### src/rtl/core/mprf_pkg.sv
// ============================================================================
// mprf_pkg: shared types and constants of the mesh replay and route filter
// Verdict codes, back-end states and the front-to-back command word.
// ============================================================================
`default_nettype none

package mprf_pkg;

    localparam logic [7:0] HDR_VERSION  = 8'h01;
    localparam logic [7:0] PTYPE_MAV    = 8'h00;
    localparam int         WIN_BITS     = 32;
    localparam int         SEQ_BITS     = 16;
    localparam int         BUDGET_BITS  = 26;
    localparam logic [9:0] MS_TO_US     = 10'd1000;
    localparam int         ENTRY_BITS   = WIN_BITS + SEQ_BITS;

    typedef enum logic [3:0] {
        VERDICT_DELIVER = 4'd0,
        VERDICT_FORWARD = 4'd1,
        VERDICT_VERSION = 4'd2,
        VERDICT_NOSLOT  = 4'd3,
        VERDICT_DUP     = 4'd4,
        VERDICT_OLD     = 4'd5,
        VERDICT_STALE   = 4'd6,
        VERDICT_TTL     = 4'd7,
        VERDICT_TYPE    = 4'd8
    } t_verdict;

    typedef enum logic {
        BK_IDLE = 1'b0,
        BK_EXEC = 1'b1
    } t_bk_state;

    // check set: run the replay window, verdict applies only if it passes
    typedef struct packed {
        logic                check;
        t_verdict            verdict;
        logic [3:0]          slot;
        logic [SEQ_BITS-1:0] seq;
        logic [7:0]          fttl;
    } t_cmd;

endpackage

`default_nettype wire

### src/rtl/core/mesh_packet_replay_and_route_filter_top.sv
// ============================================================================
// mesh_packet_replay_and_route_filter_top: mesh packet replay and route filter
// Gives one verdict word per received packet header word.
// ============================================================================
// Takes one packet header word and returns one verdict word (deliver,
// forward with decremented TTL, or a drop reason). The front end classifies
// version, slot, freshness, TTL, destination and type; the back end runs the
// per-peer 32-bit anti-replay window with a read then a write of the peer
// entry in RAM and takes a new word only once that read-modify-write is done.
// A word passes the front-end header register, the command queue, the back-end
// command register and the output register. The peer table is ready right
// after reset; unwritten entries read as empty through per-slot valid flags.
// Write own_system_id only while no word is in flight.
`default_nettype none

module mesh_packet_replay_and_route_filter_top
    import mprf_pkg::*;
#(
    parameter int PEER_SLOTS = 16
) (
    input  wire logic        i_clk,
    input  wire logic        i_rst_n,
    input  wire logic        i_cfg_we,
    input  wire logic [7:0]  i_cfg_wdata,
    input  wire logic        i_in_valid,
    output      logic        o_in_stall,
    input  wire logic [7:0]  i_header_version,
    input  wire logic        i_peer_slot_valid,
    input  wire logic [3:0]  i_peer_slot,
    input  wire logic [15:0] i_sequence_number,
    input  wire logic        i_no_time_sync,
    input  wire logic [63:0] i_origin_time_us,
    input  wire logic [15:0] i_deadline_ms,
    input  wire logic [63:0] i_now_us,
    input  wire logic [7:0]  i_time_to_live,
    input  wire logic [7:0]  i_destination_id,
    input  wire logic [7:0]  i_payload_type,
    output      logic        o_out_valid,
    input  wire logic        i_out_stall,
    output      logic [3:0]  o_verdict,
    output      logic [7:0]  o_forward_ttl
);

    logic [7:0] r_own_id;
    logic       push;
    logic       pop;
    logic       q_full;
    logic       q_empty;
    t_cmd       push_cmd;
    t_cmd       head_cmd;

    always_ff @(posedge i_clk) begin
        if (!i_rst_n) begin
            r_own_id <= 8'd1;
        end else if (i_cfg_we) begin
            r_own_id <= i_cfg_wdata;
        end
    end

    mprf_front #(
        .PEER_SLOTS (PEER_SLOTS)
    ) u_front (
        .i_clk             (i_clk),
        .i_rst_n           (i_rst_n),
        .i_in_valid        (i_in_valid),
        .o_in_stall        (o_in_stall),
        .i_header_version  (i_header_version),
        .i_peer_slot_valid (i_peer_slot_valid),
        .i_peer_slot       (i_peer_slot),
        .i_sequence_number (i_sequence_number),
        .i_no_time_sync    (i_no_time_sync),
        .i_origin_time_us  (i_origin_time_us),
        .i_deadline_ms     (i_deadline_ms),
        .i_now_us          (i_now_us),
        .i_time_to_live    (i_time_to_live),
        .i_destination_id  (i_destination_id),
        .i_payload_type    (i_payload_type),
        .i_own_id          (r_own_id),
        .i_q_full          (q_full),
        .o_push            (push),
        .o_cmd             (push_cmd)
    );

    mprf_queue #(
        .DEPTH (2)
    ) u_queue (
        .i_clk   (i_clk),
        .i_rst_n (i_rst_n),
        .i_push  (push),
        .i_data  (push_cmd),
        .o_full  (q_full),
        .i_pop   (pop),
        .o_data  (head_cmd),
        .o_empty (q_empty)
    );

    mprf_back #(
        .PEER_SLOTS (PEER_SLOTS)
    ) u_back (
        .i_clk         (i_clk),
        .i_rst_n       (i_rst_n),
        .i_head        (head_cmd),
        .i_empty       (q_empty),
        .o_pop         (pop),
        .o_out_valid   (o_out_valid),
        .i_out_stall   (i_out_stall),
        .o_verdict     (o_verdict),
        .o_forward_ttl (o_forward_ttl)
    );

endmodule

`default_nettype wire

### src/rtl/core/mprf_ram.sv
// ============================================================================
// mprf_ram: generic single-write, single-read RAM
// One write port and one read port with registered read data.
// ============================================================================
`default_nettype none

module mprf_ram #(
    parameter int WIDTH = 8,
    parameter int DEPTH = 16,
    localparam int AW   = (DEPTH > 1) ? $clog2(DEPTH) : 1
) (
    input  wire logic             i_clk,
    input  wire logic             i_we,
    input  wire logic [AW-1:0]    i_waddr,
    input  wire logic [WIDTH-1:0] i_wdata,
    input  wire logic             i_re,
    input  wire logic [AW-1:0]    i_raddr,
    output      logic [WIDTH-1:0] o_rdata
);

    logic [WIDTH-1:0] r_mem [DEPTH];
    logic [WIDTH-1:0] r_rdata;

    always_ff @(posedge i_clk) begin
        if (i_we) begin
            r_mem[i_waddr] <= i_wdata;
        end
        if (i_re) begin
            r_rdata <= r_mem[i_raddr];
        end
    end

    assign o_rdata = r_rdata;

endmodule

`default_nettype wire

### src/rtl/core/mprf_front.sv
// ============================================================================
// mprf_front: header intake and classification
// Register the header, check version, slot, freshness, TTL, destination and
// type, and push one command word per packet to the queue.
// ============================================================================
`default_nettype none

module mprf_front
    import mprf_pkg::*;
#(
    parameter int PEER_SLOTS = 16
) (
    input  wire logic        i_clk,
    input  wire logic        i_rst_n,
    input  wire logic        i_in_valid,
    output      logic        o_in_stall,
    input  wire logic [7:0]  i_header_version,
    input  wire logic        i_peer_slot_valid,
    input  wire logic [3:0]  i_peer_slot,
    input  wire logic [15:0] i_sequence_number,
    input  wire logic        i_no_time_sync,
    input  wire logic [63:0] i_origin_time_us,
    input  wire logic [15:0] i_deadline_ms,
    input  wire logic [63:0] i_now_us,
    input  wire logic [7:0]  i_time_to_live,
    input  wire logic [7:0]  i_destination_id,
    input  wire logic [7:0]  i_payload_type,
    input  wire logic [7:0]  i_own_id,
    input  wire logic        i_q_full,
    output      logic        o_push,
    output      t_cmd        o_cmd
);

    logic                   r_s1_valid, n_s1_valid;
    logic                   r_s1_bad_ver;
    logic                   r_s1_no_slot;
    logic [3:0]             r_s1_slot;
    logic [15:0]            r_s1_seq;
    logic                   r_s1_nosync;
    logic                   r_s1_later;
    logic [63:0]            r_s1_diff;
    logic [BUDGET_BITS-1:0] r_s1_budget;
    logic [7:0]             r_s1_ttl;
    logic [7:0]             r_s1_dest;
    logic                   r_s1_ptype_nz;

    logic                   accept;
    logic [64:0]            diff_w;
    logic [BUDGET_BITS-1:0] budget_w;
    logic                   stale;
    t_verdict               post;
    logic [7:0]             fttl;

    assign o_in_stall = r_s1_valid && i_q_full;
    assign accept     = i_in_valid && !o_in_stall;
    assign o_push     = r_s1_valid && !i_q_full;

    assign diff_w   = {1'b0, i_now_us} - {1'b0, i_origin_time_us};
    assign budget_w = BUDGET_BITS'(i_deadline_ms) * BUDGET_BITS'(MS_TO_US);

    always_comb begin
        n_s1_valid = r_s1_valid;
        if (accept) begin
            n_s1_valid = 1'b1;
        end else if (o_push) begin
            n_s1_valid = 1'b0;
        end
    end

    always_ff @(posedge i_clk) begin
        if (!i_rst_n) begin
            r_s1_valid <= 1'b0;
        end else begin
            r_s1_valid <= n_s1_valid;
        end
    end

    always_ff @(posedge i_clk) begin
        if (accept) begin
            r_s1_bad_ver  <= (i_header_version != HDR_VERSION);
            r_s1_no_slot  <= !i_peer_slot_valid || ({5'b0, i_peer_slot} >= 9'(PEER_SLOTS));
            r_s1_slot     <= i_peer_slot;
            r_s1_seq      <= i_sequence_number;
            r_s1_nosync   <= i_no_time_sync;
            r_s1_later    <= !diff_w[64] && (diff_w[63:0] != 64'd0);
            r_s1_diff     <= diff_w[63:0];
            r_s1_budget   <= budget_w;
            r_s1_ttl      <= i_time_to_live;
            r_s1_dest     <= i_destination_id;
            r_s1_ptype_nz <= (i_payload_type != PTYPE_MAV);
        end
    end

    assign stale = !r_s1_nosync && r_s1_later &&
                   ((r_s1_diff[63:BUDGET_BITS] != '0) ||
                    (r_s1_diff[BUDGET_BITS-1:0] > r_s1_budget));

    always_comb begin
        fttl = 8'd0;
        if (stale) begin
            post = VERDICT_STALE;
        end else if (r_s1_ttl == 8'd0) begin
            post = VERDICT_TTL;
        end else if (r_s1_dest != i_own_id) begin
            post = VERDICT_FORWARD;
            fttl = r_s1_ttl - 8'd1;
        end else if (r_s1_ptype_nz) begin
            post = VERDICT_TYPE;
        end else begin
            post = VERDICT_DELIVER;
        end
    end

    always_comb begin
        o_cmd.slot = r_s1_slot;
        o_cmd.seq  = r_s1_seq;
        if (r_s1_bad_ver) begin
            o_cmd.check   = 1'b0;
            o_cmd.verdict = VERDICT_VERSION;
            o_cmd.fttl    = 8'd0;
        end else if (r_s1_no_slot) begin
            o_cmd.check   = 1'b0;
            o_cmd.verdict = VERDICT_NOSLOT;
            o_cmd.fttl    = 8'd0;
        end else begin
            o_cmd.check   = 1'b1;
            o_cmd.verdict = post;
            o_cmd.fttl    = fttl;
        end
    end

endmodule

`default_nettype wire

### src/rtl/core/mprf_queue.sv
// ============================================================================
// mprf_queue: short command queue between front and back
// Small register FIFO of command words.
// ============================================================================
`default_nettype none

module mprf_queue
    import mprf_pkg::*;
#(
    parameter int DEPTH = 2,
    localparam int PW   = $clog2(DEPTH)
) (
    input  wire logic i_clk,
    input  wire logic i_rst_n,
    input  wire logic i_push,
    input  wire t_cmd i_data,
    output      logic o_full,
    input  wire logic i_pop,
    output      t_cmd o_data,
    output      logic o_empty
);

    t_cmd          r_mem [DEPTH];
    logic [PW-1:0] r_wptr, n_wptr;
    logic [PW-1:0] r_rptr, n_rptr;
    logic [PW:0]   r_count, n_count;

    assign o_full  = (r_count == (PW+1)'(DEPTH));
    assign o_empty = (r_count == '0);
    assign o_data  = r_mem[r_rptr];

    always_comb begin
        n_wptr  = r_wptr;
        n_rptr  = r_rptr;
        n_count = r_count;
        if (i_push) begin
            n_wptr = (r_wptr == PW'(DEPTH - 1)) ? '0 : r_wptr + PW'(1);
        end
        if (i_pop) begin
            n_rptr = (r_rptr == PW'(DEPTH - 1)) ? '0 : r_rptr + PW'(1);
        end
        if (i_push && !i_pop) begin
            n_count = r_count + (PW+1)'(1);
        end else if (i_pop && !i_push) begin
            n_count = r_count - (PW+1)'(1);
        end
    end

    always_ff @(posedge i_clk) begin
        if (!i_rst_n) begin
            r_wptr  <= '0;
            r_rptr  <= '0;
            r_count <= '0;
        end else begin
            r_wptr  <= n_wptr;
            r_rptr  <= n_rptr;
            r_count <= n_count;
        end
    end

    always_ff @(posedge i_clk) begin
        if (i_push) begin
            r_mem[r_wptr] <= i_data;
        end
    end

endmodule

`default_nettype wire

### src/rtl/core/mprf_back.sv
// ============================================================================
// mprf_back: replay window and verdict output
// Read the peer entry, update the sliding window, write it back if the check
// passes, and load the verdict into the output register.
// ============================================================================
`default_nettype none

module mprf_back
    import mprf_pkg::*;
#(
    parameter int PEER_SLOTS = 16,
    localparam int AW        = (PEER_SLOTS > 1) ? $clog2(PEER_SLOTS) : 1
) (
    input  wire logic       i_clk,
    input  wire logic       i_rst_n,
    input  wire t_cmd       i_head,
    input  wire logic       i_empty,
    output      logic       o_pop,
    output      logic       o_out_valid,
    input  wire logic       i_out_stall,
    output      logic [3:0] o_verdict,
    output      logic [7:0] o_forward_ttl
);

    t_bk_state               r_state, n_state;
    t_cmd                    r_cmd;
    logic [AW-1:0]           r_idx;
    logic [PEER_SLOTS-1:0]   r_seen;
    logic                    r_out_valid;
    t_verdict                r_out_verdict;
    logic [7:0]              r_out_fttl;

    logic [8:0]              head_ext;
    logic [AW-1:0]           head_idx;
    logic [ENTRY_BITS-1:0]   rdata;
    logic                    go;
    logic [WIN_BITS-1:0]     win;
    logic [SEQ_BITS-1:0]     newest;
    logic [SEQ_BITS-1:0]     d;
    logic [SEQ_BITS-1:0]     back_d;
    logic                    rep_pass;
    logic                    rep_we;
    t_verdict                rep_verdict;
    logic [WIN_BITS-1:0]     wr_win;
    logic [SEQ_BITS-1:0]     wr_newest;
    logic                    ram_we;
    t_verdict                res_verdict;
    logic [7:0]              res_fttl;

    assign head_ext = {5'b0, i_head.slot};
    assign head_idx = head_ext[AW-1:0];

    mprf_ram #(
        .WIDTH (ENTRY_BITS),
        .DEPTH (PEER_SLOTS)
    ) u_ram (
        .i_clk   (i_clk),
        .i_we    (ram_we),
        .i_waddr (r_idx),
        .i_wdata ({wr_win, wr_newest}),
        .i_re    (o_pop),
        .i_raddr (head_idx),
        .o_rdata (rdata)
    );

    always_comb begin
        n_state = r_state;
        case (r_state)
            BK_IDLE: begin
                if (!i_empty) begin
                    n_state = BK_EXEC;
                end
            end
            BK_EXEC: begin
                if (!r_out_valid || !i_out_stall) begin
                    n_state = BK_IDLE;
                end
            end
            default: n_state = BK_IDLE;
        endcase
    end

    always_comb begin
        o_pop = 1'b0;
        go    = 1'b0;
        case (r_state)
            BK_IDLE: o_pop = !i_empty;
            BK_EXEC: go    = !r_out_valid || !i_out_stall;
            default: ;
        endcase
    end

    assign win    = r_seen[r_idx] ? rdata[ENTRY_BITS-1:SEQ_BITS] : '0;
    assign newest = rdata[SEQ_BITS-1:0];
    assign d      = r_cmd.seq - newest;
    assign back_d = SEQ_BITS'(0) - d;

    always_comb begin
        rep_pass    = 1'b1;
        rep_we      = 1'b1;
        rep_verdict = VERDICT_DELIVER;
        wr_win      = 32'd1;
        wr_newest   = r_cmd.seq;
        if (win == '0) begin
            wr_win = 32'd1;
        end else if (d == '0) begin
            rep_pass    = 1'b0;
            rep_we      = 1'b0;
            rep_verdict = VERDICT_DUP;
        end else if (d[15:5] == '0) begin
            wr_win = (win << d[4:0]) | 32'd1;
        end else if (!d[15]) begin
            wr_win = 32'd1;
        end else if (back_d[15:5] != '0) begin
            rep_pass    = 1'b0;
            rep_we      = 1'b0;
            rep_verdict = VERDICT_OLD;
        end else if (win[back_d[4:0]]) begin
            rep_pass    = 1'b0;
            rep_we      = 1'b0;
            rep_verdict = VERDICT_DUP;
        end else begin
            wr_win    = win | (32'd1 << back_d[4:0]);
            wr_newest = newest;
        end
    end

    assign ram_we = go && r_cmd.check && rep_we;

    always_comb begin
        if (!r_cmd.check) begin
            res_verdict = r_cmd.verdict;
            res_fttl    = 8'd0;
        end else if (rep_pass) begin
            res_verdict = r_cmd.verdict;
            res_fttl    = r_cmd.fttl;
        end else begin
            res_verdict = rep_verdict;
            res_fttl    = 8'd0;
        end
    end

    always_ff @(posedge i_clk) begin
        if (!i_rst_n) begin
            r_state     <= BK_IDLE;
            r_seen      <= '0;
            r_out_valid <= 1'b0;
        end else begin
            r_state <= n_state;
            if (ram_we) begin
                r_seen[r_idx] <= 1'b1;
            end
            if (go) begin
                r_out_valid <= 1'b1;
            end else if (!i_out_stall) begin
                r_out_valid <= 1'b0;
            end
        end
    end

    always_ff @(posedge i_clk) begin
        if (o_pop) begin
            r_cmd <= i_head;
            r_idx <= head_idx;
        end
        if (go) begin
            r_out_verdict <= res_verdict;
            r_out_fttl    <= res_fttl;
        end
    end

    assign o_out_valid   = r_out_valid;
    assign o_verdict     = r_out_verdict;
    assign o_forward_ttl = r_out_fttl;

endmodule

`default_nettype wire

### config.mk
export PLATFORM = sky130hd
export DESIGN_NAME = mesh_packet_replay_and_route_filter_top
export DESIGN_NICKNAME = d
export VERILOG_FILES = /design/src/rtl/core/mprf_pkg.sv /design/src/rtl/core/mesh_packet_replay_and_route_filter_top.sv /design/src/rtl/core/mprf_ram.sv /design/src/rtl/core/mprf_front.sv /design/src/rtl/core/mprf_queue.sv /design/src/rtl/core/mprf_back.sv
export SDC_FILE = /design/constraint.sdc
export NUM_CORES = 2
export LEC_CHECK = 0
export BUFFER_PORTS_ARGS = -buffer_cell sky130_fd_sc_hd__buf_4
export CORE_MARGIN = 2
export CORE_UTILIZATION = 35
export CTS_BUF_LIST = sky130_fd_sc_hd__clkbuf_8
export CTS_CLUSTER_SIZE = 8
export DETAILED_ROUTE_END_ITERATION = 10
export SYNTH_ARGS = -nofsm -noshare
export SYNTH_HDL_FRONTEND = slang
export SYNTH_HIERARCHICAL = 1
export SYNTH_SLANG_ARGS = --single-unit
export TNS_END_PERCENT = 1
### constraint.sdc
create_clock -name i_clk -period 26.8 [get_ports i_clk]
set_input_delay 0 -clock i_clk [delete_from_list [all_inputs] [get_ports i_clk]]
set_output_delay 0 -clock i_clk [all_outputs]
set_load 0.01 [all_outputs]
Yosys cells after proc, flatten, opt, wreduce, memory -nomap -nowiden. Memories as Yosys holds them, arrays and structs flattened. A register that Yosys moved wholly into a read port is not among the register bits. Index checks and enable logic that the tools add are counted.

Output and inout bits: 14. Bits in writable memories: 834. Register bits: 204. Memories: 2. Input port bits: 211. Logic and storage cells: 148.

Memory list: u_back.u_ram.r_mem (words 16, width 48, rd ports 1, clocked after Yosys merged registers in 1, write ports 1, line mprf_ram.sv:21) `logic [WIDTH-1:0] r_mem [DEPTH];`; u_queue.r_mem (words 2, width 33, rd ports 1, clocked after Yosys merged registers in 1, write ports 1, line mprf_queue.sv:23) `t_cmd r_mem [DEPTH];`.

Reduce and logical (&&, ||, !) cells: 35. Bitwise logic cells: 3. Shifts and indexed selects: 2. Add/subtract/negate cells: 8. $lt $le $gt $ge: 4. Muxes and demuxes: 63. $mul: 1. Equality and inequality tests: 4.

Operators by type and width (number): $mux 32 (7); $mux 16 (6); $sub 64x64->65 (1); $reduce_bool 64->1 (1); $mux 4 (11); $mux 8 (5); $reduce_bool 38->1 (1); $logic_not 32->1 (1); $or 32x32->32 (1); $shl 1x5->32 const A (1); $shl 32x5->32 (1); $gt 26x26->1 (1); $mux 1 (25); $mul 16x7->23 const B (1); $logic_not 16->1 (1); $or 16x16->16 (1); $sub 1x16->16 const A (1); $sub 16x16->16 (1); $logic_and 1x1->1 (11); $logic_not 11->1 (1); $reduce_bool 11->1 (1); $logic_not 1->1 (10); $mux 5 (2); $logic_not 8->1 (1); 23 further kinds (27).

Depth between registers and ports, before layout.
Word-level depth: 14. Gate-level depth with buffers: 19. Gate-level depth less buffers: 19.

Hierarchy. Netlist, hierarchy kept.

By module, submodules not included: mprf_ram (cells each 1242, times used 1, area an instance 30175.2 um^2, sequential area each 24503.5 um^2); mprf_front (cells each 1240, times used 1, area an instance 11910.2 um^2, sequential area each 3863.7 um^2); mprf_back (cells each 706, times used 1, area an instance 6399.9 um^2, sequential area each 1711.6 um^2); mprf_queue (cells each 125, times used 1, area an instance 2592.5 um^2, sequential area each 2082.0 um^2); mesh_packet_replay_and_route_filter_top (cells each 25, times used 1, area an instance 299.0 um^2, sequential area each 160.2 um^2).

Least setup slack after synthesis. OpenSTA, ideal clock, no wires.

Path type: register to register. Start: register u_back.u_ram.r_rdata[0], in the netlist u_back/u_ram/o_rdata[0], read port of u_back.u_ram.r_mem. End: memory u_back/u_ram/r_mem[0][0] (netlist name) (enable). Path buffers: 3. Arrival time: 7897 ps. Cell stages (with the launch flop): 19. Required time: 26287 ps. Setup time: 513 ps. Setup slack: 18390 ps. Clock period less this slack: 8410 ps. Cell sequence: edfxtp_1 -> ha_1 -> fa_1 -> clkbuf_1 -> inv_1 -> ha_1 -> clkbuf_1 -> mux4_2 -> mux2_2 -> nand3_1 -> o311ai_0 -> a211oi_1 -> o21a_1 -> o211ai_1 -> o211ai_1 -> buf_2 -> and3_1 -> or3b_2 -> nor3_1.

Word-level cells in the longest chain between the ends: 13. Elaborated cells between the ends (all ways): 16. Those cells by class: 2 x add/sub; 10 x mux; 4 x reduce/logical.

Ends and longest elaborated chain: start, declared (line mprf_ram.sv:22) `logic [WIDTH-1:0] r_rdata;`; $sub 16x16->16 * (line mprf_back.sv:95) `assign d = r_cmd.seq - newest;`; $sub 1x16->16 (line mprf_back.sv:96) `assign back_d = SEQ_BITS'(0) - d;`; $bmux 1 s5 (line mprf_back.sv:118) `end else if (win[back_d[4:0]]) begin`; $mux 1 (not written as such) (line mprf_back.sv:118); $mux 1 (line mprf_back.sv:118); $mux 1 (line mprf_back.sv:114) `end else if (back_d[15:5] != '0) begin`; $mux 1 (line mprf_back.sv:112) `end else if (!d[15]) begin`; $mux 1 (line mprf_back.sv:110) `end else if (d[15:5] == '0) begin`; $mux 1 * (line mprf_back.sv:106) `end else if (d == '0) begin`; $mux 1 * (line mprf_back.sv:104) `if (win == '0) begin`; $logic_and 1x1->1 * (line mprf_back.sv:128) `assign ram_we = go && r_cmd.check && rep_we;`; net u_back.ram_we (line mprf_back.sv:46) `logic ram_we;`; $mux 1 * (line mprf_ram.sv:25) `if (i_we) begin`; $mux 1 (not written as such) * (line mprf_ram.sv:26) `r_mem[i_waddr] <= i_wdata;`; end, declared (line mprf_ram.sv:21).

Mark *: on every way through the listed nets, which the timed path passes. The rest lies on a longest branch. The select of a mux whose other input is x is not followed.

Worst setup path in the final report.
Start: register u_back.u_ram.r_rdata[0], in the netlist u_back/u_ram/o_rdata[0], read port of u_back.u_ram.r_mem. End: memory u_back/u_ram/r_mem[14][8] (netlist name) (enable).

Same word-level chain as after synthesis.

==> impl_metrics.csv <==
group,metric,value,unit
global_route,globalRouteOverflowTotal,0,
worst_setup_path,path_max_fanout,39,
placed_design,routabilityCongestion,0.9374,
power_and_ir_drop,pwr-share-comb,0.371,
timing,setup-tns-final,0,ns
route,wl_per_cell,21.22,um
power_and_ir_drop,p_leak,23.01,nW
synth,synth_area,51380,um^2
power_and_ir_drop,p_seq_frac,0.394,
worst_setup_path,r2r_end,"u_back/u_ram/r_mem[14][8]$_DFFE_PP_",
die,die_area,149900,um^2
synth,syn-num-nets,3768,
route,viasPerCell,5.270,
synth,synth_cells,3338,
timing,setup_viol,0,
timing,slew_viol_final,0,
cts,cts_sinks,1087,
route,drt-total-wl,127600,um
timing,fmax,0.1368,GHz
route,drc_errors,0,
synth,synthTopCellsByCount,"edfxtp_1 (1055), mux4_2 (232), inv_1 (224)",
die,start_util,0.3525,
timing,slew_headroom,0.1766,
global_route,grt_pass1_wl,194800,um
timing,rsz0062_at_grt,"false",
synth,synth-seq-cells,1087,
worst_setup_path,worstSetupEndpoint,"u_back/u_ram/r_mem[14][8]$_DFFE_PP_",
power_and_ir_drop,clockPowerShare,0.235,
die,ios,225,
worst_setup_path,startpoint,"u_back/u_ram/o_rdata[0]$_DFFE_PP_",
cts,cts_htree_levels,4,
synth,synth_area_leaders,"edfxtp_1 (62%), mux4_2 (10%), ha_1 (4.0%)",
placed_design,dp_hpwl,78160,um
cts,post-cts-setup-buffers,0,
route,firstDrtPassIters,6,
route,antenna_left,0,
synth,synth.top_cell.area_share,0.6166,
synth,synth_edf_count,1055,
power_and_ir_drop,irDropWorstVdd,0.09366,mV
cts,clock_tree.root_cell,"clkbuf_8",
die,die_w,387.1,um
worst_setup_path,cp.required,27.25,ns
cts,cts_made_buffers,176,
die,die_h,387.1,um
finish,final_nets,4385,
global_route,grt_max_degree,89,
worst_setup_path,reg2reg_depth,16,
power_and_ir_drop,p_sw,1.983,mW
synth,yosysWarnings,6,
finish,areaGrowthSynthToFinish,20.15,%
power_and_ir_drop,p_per_area,90.28,nW/um^2
synth,synth.most_common_cell,"edfxtp_1",
worst_setup_path,crit_type,"reg -> reg",
worst_setup_path,timing.rr.start,"u_back/u_ram/o_rdata[0]$_DFFE_PP_",
synth,synth_largest_area_cell,"edfxtp_1",
cts,clockBufferDepth,3,
die,core,145700,um^2
cts,cts.reportedPaths.clkPinSlew,0.06,ns
route,dr_total_vias,31680,
synth,synth.avg_cell_area,15.39,um^2
route,drt_iter0_markers,2555,
worst_setup_path,start_kind,"flop",
finish,drive_above_1_share,0.2018,
cts,cts_resized,0,
timing,clock_skew,0.04199,ns
synth,yosysUniqueCellTypes,90,
global_route,antenna_found_initial,14,
min_path,hold_path_class,"in -> reg",
global_route,grt_usage,0.1677,
power_and_ir_drop,intPower,3.590,mW
cts,clk_latency,0.85,ns
min_path,min-delay-start,"i_deadline_ms[2]",
cts,tritoncts,"yes",
global_route,first_global_vias,32650,
worst_setup_path,end_kind,"flop",
power_and_ir_drop,p_sw_frac,0.3558,
job,cap_violations,0,
timing,fin_crit_sh,0.2728,
timing,fin_crit,7.311,ns
finish,utilization,0.4236,
die,row_count,140,
worst_setup_path,worst-r2r-setup-slack,19.49,ns
run_status,status,"finished clean",
timing,hold_viol_final,0,
worst_setup_path,arrival,7.76,ns
synth,synth-seq-area-share,0.6291,
timing,worst_pin_slew,1.235,ns
synth,synth_flop_cell,"edfxtp_1",
synth,async_flop_share,0,
placed_design,portBuffers,224,
[how the worst min path moves through the flow]
stage,endpoint,slack [ns],cells past startpoint
detailed placement,u_front/r_s1_dest[3]$_DFFE_PP_,0.18,1
CTS,u_front/r_s1_diff[49]$_DFFE_PP_,0.003,6
finish,u_front/r_s1_budget[5]$_DFFE_PP_,0.10,3
global route,u_front/r_s1_budget[5]$_DFFE_PP_,0.05,3
global placement,u_front/r_s1_ttl[4]$_DFFE_PP_,0.18,1
floorplan,r_own_id[0]$_SDFFE_PN1P_,0.06,1
[sequential cells by signal, indices dropped and copies added (netlist names), 2 cells and up, named ones only]
register and count:
u_front/r_s1_budget 23, u_queue/r_mem 66, u_back/r_seen 16, u_back/r_cmd 29, u_back/o_forward_ttl 8, u_front/r_s1_seq 16
u_queue/r_count 2, u_front/r_s1_dest 8, r_own_id 8, u_front/r_s1_ttl 8, u_front/r_s1_diff 64, u_back/r_idx 4
u_back/o_verdict 4, u_back/u_ram/r_mem 768, u_back/u_ram/o_rdata 48, u_front/r_s1_slot 4
[placed cells by master (no fill, tap or decap), types with 18 or more instances in the layout]
| cell | instances |
|---|---|
| and3_1 | 22 |
| ha_1 | 162 |
| o22ai_1 | 22 |
| fa_1 | 55 |
| clkinv_1 | 32 |
| inv_1 | 295 |
| mux2i_1 | 18 |
| nor4_1 | 31 |
| nand3_1 | 71 |
| mux2_2 | 35 |
| edfxtp_1 | 1055 |
| o21bai_1 | 21 |
| a21oi_1 | 103 |
| o21ai_0 | 91 |
| clkbuf_8 | 184 |
| nand4_1 | 32 |
| o21a_1 | 23 |
| nor2_1 | 133 |
| xnor2_1 | 71 |
| dlygate4sd3_1 | 315 |
| and2_1 | 29 |
| nor2b_1 | 24 |
| nor3_1 | 33 |
| nand2_1 | 182 |
| nand2b_1 | 20 |
| dfxtp_1 | 31 |
| mux4_2 | 232 |
| a21o_1 | 56 |
| o211ai_1 | 20 |
| xor2_1 | 34 |
| a22oi_1 | 122 |
| buf_4 | 272 |
[what timing repair did]
action	CTS	global route
endpoints found under the setup margin	0	0
endpoints found under the hold margin	218	0
hold buffers	315	0
[power by group through the flow]
| stage | clock network (mW) | registers [mW] | logic [mW] |
|---|---|---|---|
| 4_1_cts | 1.35 | 2.19 | 2.05 |
| 6_report | 1.31 | 2.19 | 2.07 |
| 2_1_floorplan | 0 | 2.18 | 1.43 |
| 3_5_place_dp | 0 | 2.22 | 1.98 |
| 3_3_place_gp | 0 | 2.22 | 1.98 |
| 5_1_grt | 1.42 | 2.20 | 2.24 |
[routing by layer]
metal,track usage,part of all wire,wire length (um),up-vias
li1,-,-,-,14320
met2,0.2765,0.49,61990,1148
met4,0.05753,0.027,3461,10
met3,0.03153,0.060,7684,234
met5,0,0.00052,66,-
met1,0.2223,0.43,54360,15960
[layout make-up]
class,instances,area [um^2]
Antenna cell,10,25.02
Clock buffer,184,2532
Clock inverter,123,675.6
Fill cell,13100,84010
Inverter,224,840.8
Multi-Input combinational cell,1879,17740
Sequential cell,1087,32320
Tap cell,1917,2399
Timing Repair Buffer,587,5195
[metrics by stage]
| step | std cells | hold slack, ns | area, um^2 | total power [mW] | worst slack [ns] |
|---|---|---|---|---|---|
| 2_1_floorplan | 3338 | 0.06194 | 51380 | 3.616 | 18.39 |
| 3_3_place_gp | 5379 | 0.1792 | 55340 | 4.202 | 19.56 |
| 3_5_place_dp | 5379 | 0.1792 | 55340 | 4.206 | 19.43 |
| 4_1_cts | 6001 | 0.002968 | 61700 | 5.595 | 19.38 |
| 5_1_grt | 6010 | 0.05077 | 61730 | 5.867 | 18.99 |
| 6_report | 6011 | 0.1021 | 61730 | 5.573 | 19.49 |
[worst max-delay path, stage by stage, from the launching register on]
cell      delay (ns)
edfxtp_1        0.39
ha_2            0.21
fa_2            0.52
buf_4           0.50
ha_1            0.67
nand3_1         0.13
mux2_2          0.32
xnor2_1         0.40
o311ai_0        0.24
a211oi_1        0.30
o21a_1          0.18
o211ai_1        0.11
o211ai_1        0.80
and3_1          0.35
nand3_1         0.31
nor2_4          0.74
buf_4           0.66
[logic make-up after synthesis]
| kind of cell | synth area share |
|---|---|
| xor gates and xnor gates | 0.01858 |
| buffers and inverters | 0.02993 |
| and+or+nand+nor | 0.06295 |
| DFF | 0.6291 |
| muxes | 0.1177 |
| AOI/OAI and AO/OA | 0.08022 |
| adders and majority gates | 0.06152 |
(Power assumes the default switching activity.)
